## src/hw/rtl/wdq_pkg.sv

```systemverilog
// ----------------------------------------------------------------------------
// wdq_pkg
// Shared types, constants and helpers of the waypoint density quantizer.
// ----------------------------------------------------------------------------
package wdq_pkg;

  // field and datapath widths
  localparam int COORD_W   = 24;
  localparam int ACCUM_W   = 32;
  localparam int SPACING_W = 24;
  localparam int ROOT_W    = COORD_W + 1;
  localparam int RAD_W     = 2 * ROOT_W;

  // request opcodes
  typedef enum logic {
    OP_SAMPLE  = 1'b0,
    OP_RESTART = 1'b1
  } op_e;

  typedef logic signed [COORD_W-1:0] coord_t;
  typedef logic [COORD_W-1:0]        mag_t;

  typedef struct packed {
    op_e    op;
    coord_t ref_x;
    coord_t ref_y;
    coord_t ref_z;
  } in_req_t;

  typedef struct packed {
    coord_t set_x;
    coord_t set_y;
    coord_t set_z;
    logic   committed;
  } out_res_t;

  // magnitude of a - b, both subtractions side by side
  function automatic mag_t abs_diff(coord_t a, coord_t b);
    logic [COORD_W:0] ab;
    logic [COORD_W:0] ba;
    ab = {a[COORD_W-1], a} - {b[COORD_W-1], b};
    ba = {b[COORD_W-1], b} - {a[COORD_W-1], a};
    return ab[COORD_W] ? ba[COORD_W-1:0] : ab[COORD_W-1:0];
  endfunction

  // height step to 1/16 cm: times 25, then shift right by 6
  function automatic mag_t scale_dz(mag_t d);
    logic [COORD_W+4:0] p;
    p = {1'b0, d, 4'b0000} + {2'b00, d, 3'b000} + {5'b00000, d};
    return COORD_W'(p >> 6);
  endfunction

endpackage

```

## src/hw/rtl/wdq_isqrt.sv

```systemverilog
// ----------------------------------------------------------------------------
// wdq_isqrt
// Bit-serial restoring integer square root, one root bit per cycle.
// ----------------------------------------------------------------------------
module wdq_isqrt (
  input  logic                       clk_i,
  input  logic                       rst_ni,
  input  logic                       start_i,
  input  logic [wdq_pkg::RAD_W-1:0]  radicand_i,
  output logic                       done_o,
  output logic [wdq_pkg::ROOT_W-1:0] root_o
);
  import wdq_pkg::*;

  localparam int CntW = $clog2(ROOT_W);

  logic                busy_q, busy_d;
  logic [CntW-1:0]     cnt_q, cnt_d;
  logic [RAD_W-1:0]    rad_q, rad_d;
  logic [ROOT_W:0]     rem_q, rem_d;
  logic [ROOT_W-1:0]   root_q, root_d;
  logic [ROOT_W+2:0]   rem_t;
  logic [ROOT_W+2:0]   trial;
  logic [ROOT_W+2:0]   diff;
  logic                ge;

  // one trial subtraction per cycle
  assign rem_t = {rem_q, rad_q[RAD_W-1 -: 2]};
  assign trial = {1'b0, root_q, 2'b01};
  assign diff  = rem_t - trial;
  assign ge    = (rem_t >= trial);

  // sequencing of the root bits
  always_comb begin
    busy_d = busy_q;
    cnt_d  = cnt_q;
    rad_d  = rad_q;
    rem_d  = rem_q;
    root_d = root_q;
    if (start_i && !busy_q) begin
      busy_d = 1'b1;
      cnt_d  = CntW'(ROOT_W - 1);
      rad_d  = radicand_i;
      rem_d  = '0;
      root_d = '0;
    end else if (busy_q) begin
      rad_d  = {rad_q[RAD_W-3:0], 2'b00};
      rem_d  = ge ? diff[ROOT_W:0] : rem_t[ROOT_W:0];
      root_d = {root_q[ROOT_W-2:0], ge};
      cnt_d  = cnt_q - 1'b1;
      if (cnt_q == '0) begin
        busy_d = 1'b0;
      end
    end
  end

  always_ff @(posedge clk_i or negedge rst_ni) begin
    if (!rst_ni) begin
      busy_q <= 1'b0;
      cnt_q  <= '0;
    end else begin
      busy_q <= busy_d;
      cnt_q  <= cnt_d;
    end
  end

  // datapath registers
  always_ff @(posedge clk_i) begin
    rad_q  <= rad_d;
    rem_q  <= rem_d;
    root_q <= root_d;
  end

  assign done_o = busy_q && (cnt_q == '0);
  assign root_o = root_q;

endmodule

```

## src/hw/rtl/waypoint_density_quantizer_core.sv

```systemverilog
// ----------------------------------------------------------------------------
// waypoint_density_quantizer_core
// Thins a 3D reference path into setpoints spaced by accumulated arc length.
// ----------------------------------------------------------------------------
// One request gives one result. A sample that needs a step length passes
// through these steps from acceptance to the next acceptance: the idle
// state in which the request is taken, the coordinate differences, the
// shared squaring multiplier, the bit-serial square root and the
// accumulator update. Restart requests, the first point after reset or a
// restart and all samples at zero spacing skip the arithmetic and go
// straight from the differences to the update. The input stalls while a
// request is in work; a finished result waits in the output register while
// the next request is taken.
module waypoint_density_quantizer_core #(
  parameter int AccumWidth = wdq_pkg::ACCUM_W
) (
  input  logic                          clk_i,
  input  logic                          rst_ni,
  input  logic                          in_valid_i,
  output logic                          in_stall_o,
  input  wdq_pkg::in_req_t              in_req_i,
  output logic                          out_valid_o,
  input  logic                          out_stall_i,
  output wdq_pkg::out_res_t             out_res_o,
  input  logic                          cfg_we_i,
  input  logic [wdq_pkg::SPACING_W-1:0] cfg_wdata_i
);
  import wdq_pkg::*;

  localparam int SumW = ((AccumWidth > ROOT_W) ? AccumWidth : ROOT_W) + 1;
  localparam logic [SumW-1:0] AccMax = SumW'({AccumWidth{1'b1}});

  typedef enum logic [4:0] {
    S_IDLE = 5'b00001,
    S_DIFF = 5'b00010,
    S_MUL  = 5'b00100,
    S_ROOT = 5'b01000,
    S_UPD  = 5'b10000
  } state_e;

  state_e                state_q, state_d;
  in_req_t               req_q;
  logic [SPACING_W-1:0]  spacing_q;
  coord_t                prev_x_q, prev_y_q, prev_z_q;
  coord_t                held_x_q, held_y_q, held_z_q;
  logic [AccumWidth-1:0] accum_q;
  logic                  have_prev_q;
  mag_t                  dx_q, dy_q, dz_q;
  logic [1:0]            mul_cnt_q;
  logic [2*COORD_W-1:0]  prod_q;
  logic [RAD_W-1:0]      sumsq_q;
  logic                  out_valid_q;
  out_res_t              out_res_q;

  logic                  in_acc;
  logic                  fast;
  logic                  out_load;
  mag_t                  mul_op;
  logic                  sqrt_start;
  logic                  sqrt_done;
  logic [RAD_W-1:0]      radicand;
  logic [ROOT_W-1:0]     root;
  logic [SumW-1:0]       sum;
  logic [AccumWidth-1:0] sat;
  logic                  reach;

  // request handshake
  assign in_stall_o = (state_q != S_IDLE);
  assign in_acc     = in_valid_i && !in_stall_o;
  assign fast       = (req_q.op == OP_RESTART) || (spacing_q == '0) || !have_prev_q;
  assign out_load   = (state_q == S_UPD) && (!out_valid_q || !out_stall_i);

  // sequencer
  always_comb begin
    state_d = state_q;
    unique case (state_q)
      S_IDLE: if (in_acc) state_d = S_DIFF;
      S_DIFF: state_d = fast ? S_UPD : S_MUL;
      S_MUL:  if (mul_cnt_q == 2'd3) state_d = S_ROOT;
      S_ROOT: if (sqrt_done) state_d = S_UPD;
      S_UPD:  if (out_load) state_d = S_IDLE;
      default: state_d = S_IDLE;
    endcase
  end

  always_ff @(posedge clk_i or negedge rst_ni) begin
    if (!rst_ni) begin
      state_q   <= S_IDLE;
      mul_cnt_q <= '0;
    end else begin
      state_q   <= state_d;
      mul_cnt_q <= (state_q == S_MUL) ? mul_cnt_q + 2'd1 : 2'd0;
    end
  end

  // spacing register
  always_ff @(posedge clk_i or negedge rst_ni) begin
    if (!rst_ni) begin
      spacing_q <= '0;
    end else if (cfg_we_i) begin
      spacing_q <= cfg_wdata_i;
    end
  end

  // request capture and coordinate differences
  always_ff @(posedge clk_i) begin
    if (in_acc) begin
      req_q <= in_req_i;
    end
    if (state_q == S_DIFF) begin
      dx_q <= abs_diff(req_q.ref_x, prev_x_q);
      dy_q <= abs_diff(req_q.ref_y, prev_y_q);
      dz_q <= scale_dz(abs_diff(req_q.ref_z, prev_z_q));
    end
  end

  // shared squaring multiplier, product registered before the add
  always_comb begin
    unique case (mul_cnt_q)
      2'd0:    mul_op = dx_q;
      2'd1:    mul_op = dy_q;
      default: mul_op = dz_q;
    endcase
  end

  always_ff @(posedge clk_i) begin
    if (state_q == S_MUL) begin
      prod_q  <= mul_op * mul_op;
      sumsq_q <= (mul_cnt_q == 2'd0) ? '0 : sumsq_q + RAD_W'(prod_q);
    end
  end

  assign radicand   = sumsq_q + RAD_W'(prod_q);
  assign sqrt_start = (state_q == S_MUL) && (mul_cnt_q == 2'd3);

  wdq_isqrt u_isqrt (
    .clk_i      (clk_i),
    .rst_ni     (rst_ni),
    .start_i    (sqrt_start),
    .radicand_i (radicand),
    .done_o     (sqrt_done),
    .root_o     (root)
  );

  // saturating arc accumulation
  assign sum   = SumW'(accum_q) + SumW'(root);
  assign sat   = (sum > AccMax) ? AccMax[AccumWidth-1:0] : sum[AccumWidth-1:0];
  assign reach = (sat >= AccumWidth'(spacing_q));

  // tracking state update, taken when the result is loaded
  always_ff @(posedge clk_i or negedge rst_ni) begin
    if (!rst_ni) begin
      prev_x_q    <= '0;
      prev_y_q    <= '0;
      prev_z_q    <= '0;
      held_x_q    <= '0;
      held_y_q    <= '0;
      held_z_q    <= '0;
      accum_q     <= '0;
      have_prev_q <= 1'b0;
    end else if (out_load) begin
      priority if (req_q.op == OP_RESTART) begin
        accum_q     <= '0;
        have_prev_q <= 1'b0;
      end else if (spacing_q == '0) begin
        held_x_q    <= req_q.ref_x;
        held_y_q    <= req_q.ref_y;
        held_z_q    <= req_q.ref_z;
        accum_q     <= '0;
        have_prev_q <= 1'b0;
      end else if (!have_prev_q) begin
        held_x_q    <= req_q.ref_x;
        held_y_q    <= req_q.ref_y;
        held_z_q    <= req_q.ref_z;
        prev_x_q    <= req_q.ref_x;
        prev_y_q    <= req_q.ref_y;
        prev_z_q    <= req_q.ref_z;
        accum_q     <= '0;
        have_prev_q <= 1'b1;
      end else begin
        prev_x_q <= req_q.ref_x;
        prev_y_q <= req_q.ref_y;
        prev_z_q <= req_q.ref_z;
        if (reach) begin
          held_x_q <= req_q.ref_x;
          held_y_q <= req_q.ref_y;
          held_z_q <= req_q.ref_z;
          accum_q  <= '0;
        end else begin
          accum_q  <= sat;
        end
      end
    end
  end

  // output register
  always_ff @(posedge clk_i or negedge rst_ni) begin
    if (!rst_ni) begin
      out_valid_q <= 1'b0;
    end else if (out_load) begin
      out_valid_q <= 1'b1;
    end else if (!out_stall_i) begin
      out_valid_q <= 1'b0;
    end
  end

  always_ff @(posedge clk_i) begin
    if (out_load) begin
      if ((req_q.op == OP_SAMPLE) && (fast ? (have_prev_q == 1'b0 || spacing_q == '0)
                                           : reach)) begin
        out_res_q.set_x     <= req_q.ref_x;
        out_res_q.set_y     <= req_q.ref_y;
        out_res_q.set_z     <= req_q.ref_z;
        out_res_q.committed <= 1'b1;
      end else begin
        out_res_q.set_x     <= held_x_q;
        out_res_q.set_y     <= held_y_q;
        out_res_q.set_z     <= held_z_q;
        out_res_q.committed <= 1'b0;
      end
    end
  end

  assign out_valid_o = out_valid_q;
  assign out_res_o   = out_res_q;

  // checks
  a_root_in_wait: assert property (@(posedge clk_i) disable iff (!rst_ni)
    sqrt_done |-> (state_q == S_ROOT))
    else $error("square root finished outside its wait state");

  a_restart_no_commit: assert property (@(posedge clk_i) disable iff (!rst_ni)
    (out_load && (req_q.op == OP_RESTART)) |=> !out_res_q.committed && !have_prev_q)
    else $error("restart request committed a setpoint");

  a_pass_through: assert property (@(posedge clk_i) disable iff (!rst_ni)
    (out_load && (req_q.op == OP_SAMPLE) && (spacing_q == '0))
      |=> out_res_q.committed && !have_prev_q && (accum_q == '0))
    else $error("zero spacing sample not passed through");

  a_out_held: assert property (@(posedge clk_i) disable iff (!rst_ni)
    (out_valid_q && !out_load) |=> $stable(out_res_q) || !$past(out_stall_i))
    else $error("pending result changed");

endmodule

```

## config.mk

```make
export PLATFORM = sky130hd
export DESIGN_NAME = waypoint_density_quantizer_core
export DESIGN_NICKNAME = d
export VERILOG_FILES = /design/src/hw/rtl/wdq_pkg.sv /design/src/hw/rtl/wdq_isqrt.sv /design/src/hw/rtl/waypoint_density_quantizer_core.sv
export SDC_FILE = /design/constraint.sdc
export NUM_CORES = 2
export LEC_CHECK = 0
export ABC_AREA = 1
export BUFFER_PORTS_ARGS = -buffer_cell sky130_fd_sc_hd__buf_2
export CELL_PAD_IN_SITES_DETAIL_PLACEMENT = 0
export CELL_PAD_IN_SITES_GLOBAL_PLACEMENT = 1
export CORE_ASPECT_RATIO = 1.25
export CORE_MARGIN = 5
export CORE_UTILIZATION = 40
export DETAILED_ROUTE_END_ITERATION = 8
export PLACE_DENSITY_LB_ADDON = 0.1
export SLEW_MARGIN = 20
export SYNTH_ARGS = -nofsm -noshare
export SYNTH_HDL_FRONTEND = slang
export SYNTH_HIERARCHICAL = 1
export SYNTH_SLANG_ARGS = --single-unit
```

## constraint.sdc

```tcl
create_clock -name clk_i -period 11.4 [get_ports clk_i]
set_clock_uncertainty 0.05 [all_clocks]
set_input_delay 1.71 -clock clk_i [delete_from_list [all_inputs] [get_ports clk_i]]
set_output_delay 1.71 -clock clk_i [all_outputs]
set_load 0.01 [all_outputs]
```

==> reports/results.ini <==
[run_status]
status=finished, final reports clean

[synth]
async_flop_share=0.341
yosys_most_used_dff=edfxtp_1
yosysWarnings=6
synthTopCellsByArea=edfxtp_1 (20%), fa_1 (17%), nand2_1 (11%), ha_1 (11%), dfrtp_1 (9.6%)
seq_area_frac_synth=0.312
ys_seq_elements=630
synth_top_area_share=0.196
netlist_instances=6723
synth_top_area_cell=edfxtp_1
netlist_area_mm2=0.0556
avgSynthCellArea_um2=8.28
synth_cell_type_count=65
synth_fp_nets=7755
synth_edf_count=364

[critical_path]
path_max_fanout=25
arrival_ns=10.41
path_class=reg -> reg
cpMostUsedCell=inv_1
cp_slowest_cell=a21oi_1
startpoint_type=flip-flop
worstPathRequired_ns=11.77
crit_path_end_kind=flip-flop
max_stage_delay_ns=0.74

[layout]
drive_gt1_frac=0.0577
nNetsFinal=7872
final_cell_area_mm2=0.0610
syn2layout_area_growth_pct=9.69

[sta]
slew_viol_final=0
rsz0062_at_grt=false
period_share=0.880
hold_violations=0
tightest_slew_ns=1.06
fin_crit_ns=10.04
setup_violations=0
fmaxAchievable_mhz=99.6
slew_headroom=0.296
final.setup.tns_ns=0

[clock_network]
cts_buffers=73
clock-sinks=630
clkLatencyLatePin_ns=0.68
cts.repair.resized=0
htreeDepth=3
cts_hold_buf=0
clk_pin_slew_ns=0.06
postCtsSetupBuffers=0
clockBufferDepth=3
cts_tree=built
cts_root_buf=clkbuf_16

[global_routing]
grt_pass1_vias=45600
grtUsageTotal=0.225
grt_overflow=0
grt_max_degree=112
grt_pass1_wl_um=259000
antenna_found_initial=15

[die]
ios=177
rows=153
fp.dieW_um=344
initial_utilization=0.401
die_area_mm2=0.147
core_mm2=0.139
dieHeight_um=427

[drt]
wire_per_inst_um=18.6
wl_um=163000
drc=0
drtPass1Iterations=6
vias_per_cell=4.97
ant_nets=0
first_iter_violations=2546
vias=43500

[hold_path]
hp-class=reg -> reg

[placement]
place_area_mm2=0.0584
dp_hpwl_um=131000
io_buffers=176
gp_congestion=0.923

[run]
drv_cap=0

[state kept, by name, summed over array words and instances (netlist names), 25 cells and up]
signal and flops:
accum_q 32, out_res_o 73, prod_q 47, req_q 73
sumsq_q 50, u_isqrt/rad_q 50, u_isqrt/rem_q 26, u_isqrt/root_o 25
[cells in the final DEF (no fill, tap or decap), drive strengths merged, types with 7 or more instances in the layout]
cell type / n
a211oi: 16
xnor2: 76
o211ai: 23
xor2: 146
bufinv: 7
mux2i: 7
clkinv: 18
nand2: 1637
fa: 460
o21a: 21
inv: 1318
nand3: 272
nor4: 17
o22ai: 28
a22o: 20
clkbuf: 102
o21ai: 395
buf: 222
or2: 7
o21bai: 19
a21boi: 7
a21oi: 416
nand4: 31
dfrtp: 214
dfxtp: 51
a21o: 22
nor2: 405
a31oi: 29
edfxtp: 364
ha: 470
nor3: 34
[cells in the mapped netlist, types with 17 or more instances]
cell type and instances:
a21o_1 22, a21oi_1 411, a22o_1 20, a31oi_1 29
buf_2 22, clkbuf_1 124, dfrtp_1 214, dfxtp_1 51
edfxtp_1 364, fa_1 460, ha_1 470, inv_1 1309
nand2_1 1625, nand3_1 267, nand4_1 31, nor2_1 401
nor3_1 33, nor4_1 17, o211ai_1 22, o21a_1 21
o21ai_0 368, o21ai_1 25, o21bai_1 18, o22ai_1 28
xnor2_1 76, xor2_1 146
[critical path, delay by kind of cell, from the launching register on]
family,cells,cell delay (ns)
buf+inv,11,1.51
compound gates,3,1.35
flops,1,0.38
fa+ha+maj,9,4.71
simple gates,9,1.67
xor+xnor,1,0.06
[layout make-up]
type / count / area (µm²)
diodes: 3 / 7.51
clock buffers: 102 / 2180
clock inverters: 34 / 414
fillers: 14100 / 77800
inverters: 1314 / 4930
multi-input cells: 4599 / 32600
flip-flops and latches: 630 / 17300
well taps: 1860 / 2330
repair buffers: 222 / 1260
[logic make-up (layout without fill, tap and decap cells)]
logic type	Yosys count	after routing	share of synthesized area
other	0	3	0
xor gates and xnor gates	222	222	0.0349
and+or+nand+nor	2411	2411	0.174
adders and majority gates	930	930	0.271
DFF	630	630	0.312
AOI/OAI and AO/OA	1029	1029	0.103
muxes	7	7	0.00126
buffers and inverters	1494	1672	0.104
[worst paths after layout]
check | end | slack (ns) | depth (start not counted) | start
min in group asynchronous | held_z_q[13] | 0.96 | 1 | rst_ni
worst max-delay path | prod_q[34] | 1.36 | 33 | mul_cnt_q[1]
worst max register to register | prod_q[34] | 1.36 | 33 | mul_cnt_q[1]
worst min register to register | held_z_q[5] | 0.42 | 2 | held_z_q[5]
worst min-delay path | held_z_q[5] | 0.42 | 2 | held_z_q[5]
max in group asynchronous | u_isqrt/cnt_q[2] | 8.60 | 3 | rst_ni
[stage by stage]
step / std cells / setup slack (ns) / utilization / hold WS, ns
2_1_floorplan: 6723 / 0.686 / - / 0.390
3_3_place_gp: 8624 / 1.53 / 0.421 / 0.404
3_5_place_dp: 8624 / 1.37 / 0.421 / 0.409
4_1_cts: 8760 / 1.38 / 0.439 / 0.422
5_1_grt: 8761 / 0.917 / 0.440 / 0.440
6_report: 8764 / 1.36 / 0.440 / 0.417
[per-layer routing]
metal	wire length, µm	vias to the layer above	global-route usage
met4	5060	10	0.0684
met1	69200	21000	0.280
met2	83000	826	0.408
met5	64	-	0
met3	5800	223	0.0248
li1	-	21500	-
Power is not shown: default switching activity piles up to over one toggle a cycle in this logic, so the estimate is an artifact.
